==> src/sv/imu_burst_tilt_and_temperature_top_defines.svh <==
// assertion macros for the burst tilt and temperature block
`ifndef IMU_BURST_TILT_AND_TEMPERATURE_TOP_DEFINES_SVH
`define IMU_BURST_TILT_AND_TEMPERATURE_TOP_DEFINES_SVH

// same-cycle implication, sampled on clock, off during reset
`define IMU_BTT_ASSERT_SAME(lbl, ante, cons, msg) \
   lbl: assert property (@(posedge clock) disable iff (reset) (ante) |-> (cons)) \
      else $error(msg);

// next-cycle implication, sampled on clock, off during reset
`define IMU_BTT_ASSERT_NEXT(lbl, ante, cons, msg) \
   lbl: assert property (@(posedge clock) disable iff (reset) (ante) |=> (cons)) \
      else $error(msg);

`endif

==> src/sv/imu_btt_pkg.sv <==
package imu_btt_pkg;

   // default sizes
   localparam int BURST_BYTES_DEF  = 14;
   localparam int CORDIC_STEPS_DEF = 20;

   // field and datapath widths
   localparam int AXIS_W     = 16;
   localparam int TEMP_W     = 15;
   localparam int TILT_W     = 12;
   localparam int VEC_W      = 20;
   localparam int PHASE_W    = 28;
   localparam int NORM_W     = 17;
   localparam int ATAN_W     = 24;
   localparam int ATAN_IDX_W = 5;
   localparam int PHASE_FRAC = 24;

   // angle constants, phase has 24 fractional bits of radians
   localparam logic signed [PHASE_W-1:0] PHASE_HALF_PI = 28'sd26353589;
   localparam int                        SCALE_W       = 10;
   localparam logic [SCALE_W-1:0]        ANGLE_SCALE   = 10'd573;
   localparam logic signed [TILT_W-1:0]  TILT_AT_PI    = 12'sd1800;

   // temperature constants, divide by 34 as multiply by rounded-up 2^24/34
   localparam logic signed [AXIS_W:0]   TEMP_OFFSET      = 17'sd521;
   localparam logic signed [TEMP_W-1:0] TEMP_BASE        = 15'sd3500;
   localparam int                       TEMP_MAG_W       = 19;
   localparam logic [TEMP_MAG_W-1:0]    TEMP_RECIP       = 19'd493448;
   localparam int                       TEMP_RECIP_SHIFT = 24;
   localparam int                       TEMP_Q_W         = 14;

   // assembled sensor words
   typedef struct packed {
      logic signed [AXIS_W-1:0] x;
      logic signed [AXIS_W-1:0] y;
      logic signed [AXIS_W-1:0] z;
      logic signed [AXIS_W-1:0] t;
   } raw_burst_type;

   // launch of the angle unit
   typedef struct packed {
      logic                     start;
      logic signed [AXIS_W-1:0] axis;
      logic signed [AXIS_W-1:0] vert;
   } cordic_ctrl_type;

   // angle unit status
   typedef struct packed {
      logic                     done;
      logic signed [TILT_W-1:0] angle;
   } cordic_stat_type;

   // arctangent of 2^-i, 24 fractional bits
   function automatic logic [ATAN_W-1:0] atan_entry(input logic [ATAN_IDX_W-1:0] idx);
      logic [ATAN_W-1:0] val;
      unique case (idx)
         5'd0:    val = 24'd13176795;
         5'd1:    val = 24'd7778716;
         5'd2:    val = 24'd4110060;
         5'd3:    val = 24'd2086331;
         5'd4:    val = 24'd1047214;
         5'd5:    val = 24'd524117;
         5'd6:    val = 24'd262123;
         5'd7:    val = 24'd131069;
         5'd8:    val = 24'd65536;
         5'd9:    val = 24'd32768;
         5'd10:   val = 24'd16384;
         5'd11:   val = 24'd8192;
         5'd12:   val = 24'd4096;
         5'd13:   val = 24'd2048;
         5'd14:   val = 24'd1024;
         5'd15:   val = 24'd512;
         5'd16:   val = 24'd256;
         5'd17:   val = 24'd128;
         5'd18:   val = 24'd64;
         5'd19:   val = 24'd32;
         5'd20:   val = 24'd16;
         5'd21:   val = 24'd8;
         5'd22:   val = 24'd4;
         5'd23:   val = 24'd2;
         5'd24:   val = 24'd1;
         default: val = '0;
      endcase
      return val;
   endfunction

endpackage

==> src/sv/imu_burst_tilt_and_temperature_top.sv <==
// Burst tilt and temperature.
// Input channel: one sensor register byte per word on req_data_byte, with
// req_burst_start marking offset zero; a word is taken at a clock edge with
// start high and busy low. Bytes 0..7 form X, Y, Z and the raw temperature
// big-endian; the remaining burst bytes are dropped.
// Bytes before the last of a burst never raise busy. The last byte raises
// busy while the CORDIC rotator normalizes the larger operand by 1..16
// one-bit shifts, pre-rotates, runs one micro-rotation per cycle and
// scales; a zero Z skips the angle iterations.
// Result channel: rsp_valid is high for one cycle, the cycle in which busy
// falls, with the raw axes, the temperature in 0.01 degC and the tilt in
// 0.1 deg. The receiver cannot stall; results are not held.
// Config: APB register 0 (angle_plane, byte address 0) picks X (1) or Y (0)
// as the horizontal axis; pready is always high.
// Reset clears the byte count and the assembled words and sets angle_plane.
`include "imu_burst_tilt_and_temperature_top_defines.svh"

module imu_burst_tilt_and_temperature_top #(
   parameter int BURST_BYTES  = imu_btt_pkg::BURST_BYTES_DEF,
   parameter int CORDIC_STEPS = imu_btt_pkg::CORDIC_STEPS_DEF
) (
   input  logic                                   clock,
   input  logic                                   reset,
   input  logic                                   start,
   output logic                                   busy,
   input  logic [7:0]                             req_data_byte,
   input  logic                                   req_burst_start,
   output logic                                   rsp_valid,
   output logic signed [imu_btt_pkg::AXIS_W-1:0]  rsp_accel_x,
   output logic signed [imu_btt_pkg::AXIS_W-1:0]  rsp_accel_y,
   output logic signed [imu_btt_pkg::AXIS_W-1:0]  rsp_accel_z,
   output logic signed [imu_btt_pkg::TEMP_W-1:0]  rsp_temperature_centi,
   output logic signed [imu_btt_pkg::TILT_W-1:0]  rsp_tilt_angle,
   input  logic                                   psel,
   input  logic                                   penable,
   input  logic                                   pwrite,
   input  logic [2:0]                             paddr,
   input  logic [31:0]                            pwdata,
   output logic [31:0]                            prdata,
   output logic                                   pready
);

   // register index carried by paddr[2]
   localparam logic CSR_IDX_ANGLE_PLANE = 1'b0;

   typedef enum logic [1:0] {
      T_IDLE,
      T_LAUNCH,
      T_WAIT
   } state_type;

   state_type                    state_ff;
   logic                         rsp_valid_ff;
   logic                         plane_ff;
   logic signed [imu_btt_pkg::AXIS_W-1:0] accel_x_ff;
   logic signed [imu_btt_pkg::AXIS_W-1:0] accel_y_ff;
   logic signed [imu_btt_pkg::AXIS_W-1:0] accel_z_ff;
   logic signed [imu_btt_pkg::TEMP_W-1:0] temp_ff;
   logic signed [imu_btt_pkg::TILT_W-1:0] tilt_ff;

   logic                          accept;
   logic                          last_byte;
   logic                          csr_write;
   logic                          csr_hit;
   imu_btt_pkg::raw_burst_type    raw;
   imu_btt_pkg::cordic_ctrl_type  cordic_ctrl;
   imu_btt_pkg::cordic_stat_type  cordic_stat;
   logic signed [imu_btt_pkg::TEMP_W-1:0] temp_centi;

   assign busy   = state_ff != T_IDLE;
   assign accept = start && !busy;

   // byte assembly
   imu_btt_burst_asm #(
      .BURST_BYTES (BURST_BYTES)
   ) u_burst_asm (
      .clock       (clock),
      .reset       (reset),
      .accept      (accept),
      .data_byte   (req_data_byte),
      .burst_start (req_burst_start),
      .raw         (raw),
      .last_byte   (last_byte)
   );

   // temperature conversion, through a registered magnitude and a registered result
   imu_btt_temp_conv u_temp_conv (
      .clock      (clock),
      .raw_temp   (raw.t),
      .temp_centi (temp_centi)
   );

   // angle unit
   assign cordic_ctrl.start = state_ff == T_LAUNCH;
   assign cordic_ctrl.axis  = plane_ff ? raw.x : raw.y;
   assign cordic_ctrl.vert  = raw.z;

   imu_btt_cordic #(
      .CORDIC_STEPS (CORDIC_STEPS)
   ) u_cordic (
      .clock (clock),
      .reset (reset),
      .ctrl  (cordic_ctrl),
      .stat  (cordic_stat)
   );

   // config port decode, low address bits ignored
   assign pready    = 1'b1;
   assign csr_hit   = paddr[2] == CSR_IDX_ANGLE_PLANE;
   assign csr_write = psel && penable && pwrite && pready && csr_hit;
   assign prdata    = csr_hit ? {31'b0, plane_ff} : '0;

   // control sequence and result register
   always_ff @(posedge clock) begin
      if (reset) begin
         state_ff     <= T_IDLE;
         rsp_valid_ff <= 1'b0;
         plane_ff     <= 1'b1;
      end else begin
         rsp_valid_ff <= 1'b0;
         if (csr_write) begin
            plane_ff <= pwdata[0];
         end
         unique case (state_ff)
            T_IDLE: begin
               if (accept && last_byte) begin
                  state_ff <= T_LAUNCH;
               end
            end
            T_LAUNCH: begin
               state_ff <= T_WAIT;
            end
            T_WAIT: begin
               if (cordic_stat.done) begin
                  rsp_valid_ff <= 1'b1;
                  accel_x_ff   <= raw.x;
                  accel_y_ff   <= raw.y;
                  accel_z_ff   <= raw.z;
                  temp_ff      <= temp_centi;
                  tilt_ff      <= cordic_stat.angle;
                  state_ff     <= T_IDLE;
               end
            end
            default: begin
               state_ff <= T_IDLE;
            end
         endcase
      end
   end

   assign rsp_valid             = rsp_valid_ff;
   assign rsp_accel_x           = accel_x_ff;
   assign rsp_accel_y           = accel_y_ff;
   assign rsp_accel_z           = accel_z_ff;
   assign rsp_temperature_centi = temp_ff;
   assign rsp_tilt_angle        = tilt_ff;

   // checks
   `IMU_BTT_ASSERT_NEXT(a_rsp_single, rsp_valid_ff, !rsp_valid_ff, "result strobe held")
   `IMU_BTT_ASSERT_SAME(a_rsp_idle, rsp_valid_ff, state_ff == T_IDLE, "result while busy")
   `IMU_BTT_ASSERT_NEXT(a_last_launch, accept && last_byte, state_ff == T_LAUNCH, "no launch")
   `IMU_BTT_ASSERT_SAME(a_done_wait, cordic_stat.done, state_ff == T_WAIT, "stray angle done")

endmodule

==> src/sv/imu_btt_burst_asm.sv <==
module imu_btt_burst_asm #(
   parameter int BURST_BYTES = imu_btt_pkg::BURST_BYTES_DEF
) (
   input  logic                        clock,
   input  logic                        reset,
   input  logic                        accept,
   input  logic [7:0]                  data_byte,
   input  logic                        burst_start,
   output imu_btt_pkg::raw_burst_type  raw,
   output logic                        last_byte
);

   localparam int              POS_W    = $clog2(BURST_BYTES);
   localparam logic [POS_W:0]  WORD_END = (POS_W+1)'(8);
   localparam logic [POS_W-1:0] LAST_POS = POS_W'(BURST_BYTES - 1);

   logic [POS_W-1:0]           pos_ff;
   logic [POS_W-1:0]           pos;
   logic [7:0]                 pending_ff;
   imu_btt_pkg::raw_burst_type raw_ff;
   logic                       in_words;

   // a start flag forces offset zero
   assign pos       = burst_start ? '0 : pos_ff;
   assign in_words  = {1'b0, pos} < WORD_END;
   assign last_byte = pos >= LAST_POS;
   assign raw       = raw_ff;

   // byte counter and big-endian word assembly
   always_ff @(posedge clock) begin
      if (reset) begin
         pos_ff     <= '0;
         pending_ff <= '0;
         raw_ff     <= '0;
      end else if (accept) begin
         pos_ff <= last_byte ? '0 : pos + 1'b1;
         if (in_words) begin
            if (!pos[0]) begin
               pending_ff <= data_byte;
            end else begin
               unique case (pos[2:1])
                  2'd0: raw_ff.x <= {pending_ff, data_byte};
                  2'd1: raw_ff.y <= {pending_ff, data_byte};
                  2'd2: raw_ff.z <= {pending_ff, data_byte};
                  2'd3: raw_ff.t <= {pending_ff, data_byte};
               endcase
            end
         end
      end
   end

endmodule

==> src/sv/imu_btt_temp_conv.sv <==
module imu_btt_temp_conv (
   input  logic                                     clock,
   input  logic signed [imu_btt_pkg::AXIS_W-1:0]    raw_temp,
   output logic signed [imu_btt_pkg::TEMP_W-1:0]    temp_centi
);

   localparam int SUM_W  = imu_btt_pkg::AXIS_W + 1;
   localparam int PROD_W = 2 * imu_btt_pkg::TEMP_MAG_W;
   localparam int MAG_W  = imu_btt_pkg::TEMP_MAG_W;
   localparam int WIDE_W = MAG_W + 2;

   logic signed [SUM_W-1:0]   sum;
   logic signed [WIDE_W-1:0]  sum_ext;
   logic signed [WIDE_W-1:0]  scaled;
   logic [WIDE_W-1:0]         scaled_abs;
   logic [MAG_W-1:0]          mag_ff;
   logic                      neg_ff;
   logic [PROD_W-1:0]         prod;
   logic [imu_btt_pkg::TEMP_Q_W-1:0]       quot;
   logic signed [imu_btt_pkg::TEMP_W-1:0]  quot_s;
   logic signed [imu_btt_pkg::TEMP_W-1:0]  temp_ff;

   // stage one: offset, times ten, magnitude
   assign sum        = SUM_W'(raw_temp) + imu_btt_pkg::TEMP_OFFSET;
   assign sum_ext    = WIDE_W'(sum);
   assign scaled     = (sum_ext <<< 3) + (sum_ext <<< 1);
   assign scaled_abs = scaled[WIDE_W-1] ? WIDE_W'(-scaled) : WIDE_W'(scaled);

   // stage two: divide by 34 through the reciprocal, truncating toward zero
   assign prod   = PROD_W'(mag_ff) * PROD_W'(imu_btt_pkg::TEMP_RECIP);
   assign quot   = prod[imu_btt_pkg::TEMP_RECIP_SHIFT +: imu_btt_pkg::TEMP_Q_W];
   assign quot_s = {1'b0, quot};

   always_ff @(posedge clock) begin
      mag_ff  <= scaled_abs[MAG_W-1:0];
      neg_ff  <= scaled[WIDE_W-1];
      temp_ff <= neg_ff ? imu_btt_pkg::TEMP_BASE - quot_s
                        : imu_btt_pkg::TEMP_BASE + quot_s;
   end

   assign temp_centi = temp_ff;

endmodule

==> src/sv/imu_btt_cordic.sv <==
module imu_btt_cordic #(
   parameter int CORDIC_STEPS = imu_btt_pkg::CORDIC_STEPS_DEF
) (
   input  logic                          clock,
   input  logic                          reset,
   input  imu_btt_pkg::cordic_ctrl_type  ctrl,
   output imu_btt_pkg::cordic_stat_type  stat
);

   localparam int VEC_W   = imu_btt_pkg::VEC_W;
   localparam int PHASE_W = imu_btt_pkg::PHASE_W;
   localparam int NORM_W  = imu_btt_pkg::NORM_W;
   localparam int TILT_W  = imu_btt_pkg::TILT_W;
   localparam int ATAN_W  = imu_btt_pkg::ATAN_W;
   localparam int PROD_W  = PHASE_W + imu_btt_pkg::SCALE_W;
   localparam int STEP_W  = $clog2(CORDIC_STEPS);
   localparam logic [STEP_W-1:0] LAST_STEP = STEP_W'(CORDIC_STEPS - 1);

   typedef enum logic [2:0] {
      S_IDLE,
      S_NORM,
      S_ROT,
      S_ITER,
      S_SCALE
   } state_type;

   state_type                  state_ff;
   logic signed [VEC_W-1:0]    x_ff;
   logic signed [VEC_W-1:0]    y_ff;
   logic [NORM_W-1:0]          mag_ff;
   logic signed [PHASE_W-1:0]  phase_ff;
   logic [STEP_W-1:0]          step_ff;
   logic                       zero_ff;
   logic                       neg_ff;
   logic                       done_ff;
   logic signed [TILT_W-1:0]   angle_ff;

   logic signed [NORM_W-1:0]   axis_w;
   logic signed [NORM_W-1:0]   vert_w;
   logic [NORM_W-1:0]          axis_abs;
   logic [NORM_W-1:0]          vert_abs;
   logic signed [VEC_W-1:0]    dx;
   logic signed [VEC_W-1:0]    dy;
   logic [ATAN_W-1:0]          atan;
   logic signed [PHASE_W-1:0]  atan_ext;
   logic [PHASE_W-1:0]         phase_abs;
   logic [PROD_W-1:0]          prod;
   logic [TILT_W-2:0]          angle_mag;
   logic signed [TILT_W-1:0]   angle_calc;

   // operand magnitudes for the normalizing shift
   assign axis_w   = NORM_W'(ctrl.axis);
   assign vert_w   = NORM_W'(ctrl.vert);
   assign axis_abs = axis_w[NORM_W-1] ? NORM_W'(-axis_w) : NORM_W'(axis_w);
   assign vert_abs = vert_w[NORM_W-1] ? NORM_W'(-vert_w) : NORM_W'(vert_w);

   // one micro-rotation: floor shifts and table angle
   assign dx       = y_ff >>> step_ff;
   assign dy       = x_ff >>> step_ff;
   assign atan     = imu_btt_pkg::atan_entry(imu_btt_pkg::ATAN_IDX_W'(step_ff));
   assign atan_ext = {{(PHASE_W-ATAN_W){1'b0}}, atan};

   // phase to tenths of a degree, truncating toward zero
   assign phase_abs  = phase_ff[PHASE_W-1] ? PHASE_W'(-phase_ff) : PHASE_W'(phase_ff);
   assign prod       = PROD_W'(phase_abs) * PROD_W'(imu_btt_pkg::ANGLE_SCALE);
   assign angle_mag  = prod[imu_btt_pkg::PHASE_FRAC +: (TILT_W-1)];
   assign angle_calc = phase_ff[PHASE_W-1] ? -$signed({1'b0, angle_mag})
                                           : $signed({1'b0, angle_mag});

   // sequencer: normalize, pre-rotate, iterate, scale
   always_ff @(posedge clock) begin
      if (reset) begin
         state_ff <= S_IDLE;
         done_ff  <= 1'b0;
      end else begin
         done_ff <= 1'b0;
         unique case (state_ff)
            S_IDLE: begin
               if (ctrl.start) begin
                  x_ff     <= VEC_W'(ctrl.axis);
                  y_ff     <= VEC_W'(ctrl.vert);
                  mag_ff   <= (axis_abs > vert_abs) ? axis_abs : vert_abs;
                  zero_ff  <= ctrl.vert == '0;
                  neg_ff   <= ctrl.axis[imu_btt_pkg::AXIS_W-1];
                  state_ff <= S_NORM;
               end
            end
            S_NORM: begin
               if (zero_ff) begin
                  state_ff <= S_SCALE;
               end else if (!mag_ff[NORM_W-1]) begin
                  x_ff   <= x_ff <<< 1;
                  y_ff   <= y_ff <<< 1;
                  mag_ff <= mag_ff << 1;
               end else begin
                  state_ff <= S_ROT;
               end
            end
            S_ROT: begin
               // left half plane folds into the right by a quarter turn
               if (x_ff[VEC_W-1]) begin
                  if (y_ff > 0) begin
                     x_ff     <= y_ff;
                     y_ff     <= -x_ff;
                     phase_ff <= imu_btt_pkg::PHASE_HALF_PI;
                  end else begin
                     x_ff     <= -y_ff;
                     y_ff     <= x_ff;
                     phase_ff <= -imu_btt_pkg::PHASE_HALF_PI;
                  end
               end else begin
                  phase_ff <= '0;
               end
               step_ff  <= '0;
               state_ff <= S_ITER;
            end
            S_ITER: begin
               if (y_ff[VEC_W-1]) begin
                  x_ff     <= x_ff - dx;
                  y_ff     <= y_ff + dy;
                  phase_ff <= phase_ff - atan_ext;
               end else begin
                  x_ff     <= x_ff + dx;
                  y_ff     <= y_ff - dy;
                  phase_ff <= phase_ff + atan_ext;
               end
               step_ff <= step_ff + 1'b1;
               if (step_ff == LAST_STEP) begin
                  state_ff <= S_SCALE;
               end
            end
            S_SCALE: begin
               // zero vertical axis gives an exact angle
               if (zero_ff) begin
                  angle_ff <= neg_ff ? imu_btt_pkg::TILT_AT_PI : '0;
               end else begin
                  angle_ff <= angle_calc;
               end
               done_ff  <= 1'b1;
               state_ff <= S_IDLE;
            end
            default: begin
               state_ff <= S_IDLE;
            end
         endcase
      end
   end

   assign stat.done  = done_ff;
   assign stat.angle = angle_ff;

endmodule

==> config.mk <==
export PLATFORM = sky130hd
export DESIGN_NAME = imu_burst_tilt_and_temperature_top
export DESIGN_NICKNAME = d
export VERILOG_FILES = /design/src/sv/imu_btt_pkg.sv /design/src/sv/imu_burst_tilt_and_temperature_top.sv /design/src/sv/imu_btt_burst_asm.sv /design/src/sv/imu_btt_temp_conv.sv /design/src/sv/imu_btt_cordic.sv
export VERILOG_INCLUDE_DIRS = /design/src /design/src/sv
export SDC_FILE = /design/constraint.sdc
export NUM_CORES = 2
export LEC_CHECK = 0
export ABC_CLOCK_PERIOD_IN_PS = 8690
export CORE_MARGIN = 2
export CORE_UTILIZATION = 55
export CTS_CLUSTER_DIAMETER = 40
export DETAILED_ROUTE_END_ITERATION = 6
export DONT_BUFFER_PORTS = 1
export MAX_ROUTING_LAYER = met4
export PLACE_DENSITY = 0.85
export SYNTH_ARGS = -nofsm -noshare
export SYNTH_HDL_FRONTEND = slang
export SYNTH_HIERARCHICAL = 1
export SYNTH_SLANG_ARGS = --single-unit
==> constraint.sdc <==
create_clock -name clock -period 8.69 [get_ports clock]
set_input_delay 0.869 -clock clock [delete_from_list [all_inputs] [get_ports clock]]
set_output_delay 0.869 -clock clock [all_outputs]
set_load 0.1 [all_outputs]
==> results.yml <==
placed_design:
  post-dp-hpwl_um: 61150
  port_buffers: 0
  place_congestion: 0.9734
critical_path:
  worst-r2r-setup-slack_ns: 0.50
  r2r_cells: 27
  cp.required_ns: 9.01
  max_stage_delay_ns: 0.56
  cpMaxStageDelayCell: "fa_1"
  cp_data_arrival_time_ns: 8.51
  crit_type: "flip-flop to flip-flop"
  reg2reg_from: "u_cordic/phase_ff[3]$_DFFE_PP_"
  reg2reg_to: "u_cordic/angle_ff[7]$_SDFFCE_PP0P_"
  crit_buf_inv: 3
  path_common_cell: "fa_1"
  path_max_fanout: 5
  cp_top_family: "simple AND/OR/NAND/NOR gates"
  critPathCaptureType: "flip-flop"
  crit_path_start_kind: "flip-flop"
floorplan:
  io_pins: 160
  die_area_mm2: 0.06150
  die_height_um: 248.0
  die_w_um: 248.0
  core_area_mm2: 0.05891
  rows: 89
  start_util: 0.5558
timing:
  maxSlewViolCount: 0
  finClkSkew_ns: 0.05798
  finalCritPeriodShare: 0.9422
  worst_pin_slew_ns: 1.135
  min_period_ns: 8.188
  setup_viol: 0
  max_freq_ghz: 0.1221
  maxSlewHeadroom: 0.2452
  final_hold_viol_count: 0
clocking:
  cts_buffers: 40
  path_clk_slew_ns: 0.06
  clockRootBuffer: "clkbuf_16"
  holdBufCountCts: 0
  cts_buffer_depth: 3
  clk_latency_ns: 0.61
  cts_tree: "done"
  cts_sinks: 321
  cts-htree-levels: 2
grt:
  grt.total_usage: 0.2694
  overflow: 0
  grt_antenna_before_repair: 1
  grt_pass1_wl_um: 129100
  grt_max_degree: 99
  grt_pass1_vias: 25040
routing:
  drt_iter0_drc: 2264
  viasPerCell: 6.022
  antenna_left: 0
  wire_per_inst_um: 18.93
  drt-total-wl_um: 79940
  route.detailed.drc: 0
  first_pass_iters: 7
  vias: 25430
layout:
  drive_gt1_frac: 0.06410
  fin_util: 0.5862
  area_growth_pct: 5.461
  fillers: 4722
  fin_nets: 3988
synthesis:
  synth_top_area_cell: "edfxtp_1"
  synth_area_leaders: "edfxtp_1, ha_1, fa_1"
  synth-edff-count: 179
  syn_avg_cell_area_um2: 9.387
  ys_types: 104
  synth_common_cells: "inv_1, ha_1, nor2_1"
  yosysMostFrequentCell: "inv_1"
  synth_area_mm2: 0.03274
  ys_ff_latch: 321
  synthCells: 3488
  synth_top_area_frac: 0.1642
  yosys_warnings: 6
  ys_seq_area_frac: 0.2510
  synthFlopType: "edfxtp_1"
  synthArstFlopShare: 0
worst_hold_path:
  min_to: "u_cordic/done_ff$_SDFF_PP0_"
  hold_depth: 1
  hp-class: "primary input to flip-flop"
  min_from: "reset"
run_status:
  outcome: "finished clean"
job:
  maxCapViolCount: 0
state kept, by name (all words and copies together), names as in the netlist, 15 cells and up:
signal                  count
u_cordic/x_ff              20
rsp_temperature_centi      15
u_temp_conv/temp_centi     15
u_cordic/y_ff              20
rsp_accel_x                16
u_cordic/mag_ff            17
u_burst_asm/raw            64
u_cordic/atan              24
u_temp_conv/mag_ff         18
rsp_accel_y                16
u_cordic/phase_ff          28
rsp_accel_z                16
cells in the final DEF (no fill, tap or decap), types with 15 or more instances in the layout:
cell type and n:
a211oi_1 23, a21o_1 39, a21oi_1 190, a31oi_1 21
and2_1 20, and3_1 16, buf_4 36, clkbuf_16 40
conb_1 34, dfxtp_1 142, edfxtp_1 179, fa_1 182
ha_1 340, inv_1 389, mux2_2 38, mux2i_1 113
mux4_1 27, mux4_2 15, nand2_1 206, nand2b_1 106
nand3_1 44, nand3b_1 23, nand4_1 17, nor2_1 246
nor2b_1 29, nor3_1 58, nor4_1 17, o21a_1 25
o21ai_0 178, o21bai_1 16, o31ai_1 31, or2_2 21
or3_1 19, xnor2_1 162, xor2_1 127
worst register-to-register path, stage by stage (launching register included):
cell	delay (ns)
edfxtp_1	0.47
nor4_2	0.34
nand2_1	0.16
or3_1	0.42
nand2b_1	0.19
nand2b_1	0.23
o21ai_0	0.24
xor2_1	0.22
inv_1	0.13
ha_1	0.35
fa_1	0.56
fa_1	0.44
fa_1	0.54
inv_1	0.05
fa_1	0.53
inv_1	0.04
ha_1	0.32
and4_1	0.22
and2_1	0.18
nand2_1	0.06
or4_1	0.46
and3_1	0.27
o21ai_0	0.24
xor2_1	0.32
nand2b_1	0.23
mux2i_1	0.10
nor3_1	0.23
mux2_2	0.35
worst max-delay path by stage:
| stage | start | to | slack [ns] | depth (start not counted) |
|---|---|---|---|---|
| after floorplan | u_cordic/phase_ff[2]$_DFFE_PP_ | u_cordic/angle_ff[7]$_SDFFCE_PP0P_ | 0.93 | 29 |
| after global placement | u_cordic/phase_ff[5]$_DFFE_PP_ | u_cordic/angle_ff[7]$_SDFFCE_PP0P_ | 0.47 | 28 |
| after detailed placement | u_cordic/phase_ff[4]$_DFFE_PP_ | u_cordic/angle_ff[7]$_SDFFCE_PP0P_ | 0.31 | 28 |
| after CTS | u_cordic/phase_ff[3]$_DFFE_PP_ | u_cordic/angle_ff[7]$_SDFFCE_PP0P_ | 0.26 | 28 |
| after global routing | u_cordic/phase_ff[1]$_DFFE_PP_ | u_cordic/angle_ff[7]$_SDFFCE_PP0P_ | -0.0009 | 29 |
| final | u_cordic/phase_ff[3]$_DFFE_PP_ | u_cordic/angle_ff[7]$_SDFFCE_PP0P_ | 0.50 | 27 |
repair_timing:
item                                    in CTS  in global routing
endpoints found under the setup margin       0                  5
resized for setup                            0                  5
setup buffers                                0                  1
routing by layer:
metal  share of wire  vias up  track usage
li1                -    12030            -
met1            0.42    12250       0.3349
met2            0.48      961       0.4424
met3           0.073      181      0.04412
met4           0.035        0      0.09775
met5               0        -            -
logic make-up after synthesis:
logic type | Yosys count | share of synthesized area
simple gates | 887 | 0.1363
flops | 321 | 0.2510
buf+inv | 569 | 0.07478
other cells | 4 | 0.0004584
mux | 201 | 0.08327
fa+ha+maj | 522 | 0.2412
compound gates | 694 | 0.1352
xor+xnor | 290 | 0.07780
cell type report:
| type | instances | area [um^2] | area share |
|---|---|---|---|
| Multi-Input combinational cell | 2628 | 22260 | 0.6446 |
| Sequential cell | 321 | 8218 | 0.2380 |
| Inverter | 389 | 1460 | 0.04229 |
| Clock buffer | 51 | 1064 | 0.03080 |
| Tap cell | 773 | 967.2 | 0.02801 |
| Clock inverter | 23 | 291.5 | 0.008443 |
| Timing Repair Buffer | 36 | 270.3 | 0.007827 |
| Antenna cell | 1 | 2.502 | 0.00007247 |
metrics by stage:
step | hold WS, ns | TNS [ns] | worst slack [ns] | cell area (um^2) | cells
final | 0.3527 | 0 | 0.5019 | 34530 | 4222
after global routing | 0.3404 | -0.0008544 | -0.0008544 | 34530 | 4222
after CTS | 0.3375 | 0 | 0.2640 | 34490 | 4220
after detailed placement | 0.3913 | 0 | 0.3143 | 33140 | 4146
after global placement | 0.3867 | 0 | 0.4720 | 33140 | 4146
after floorplan | 0.3855 | 0 | 0.9326 | 32860 | 3518
Power is left out: the tool's default activity adds up to more than one toggle a clock period on the data nets, which glitch-free logic cannot reach.
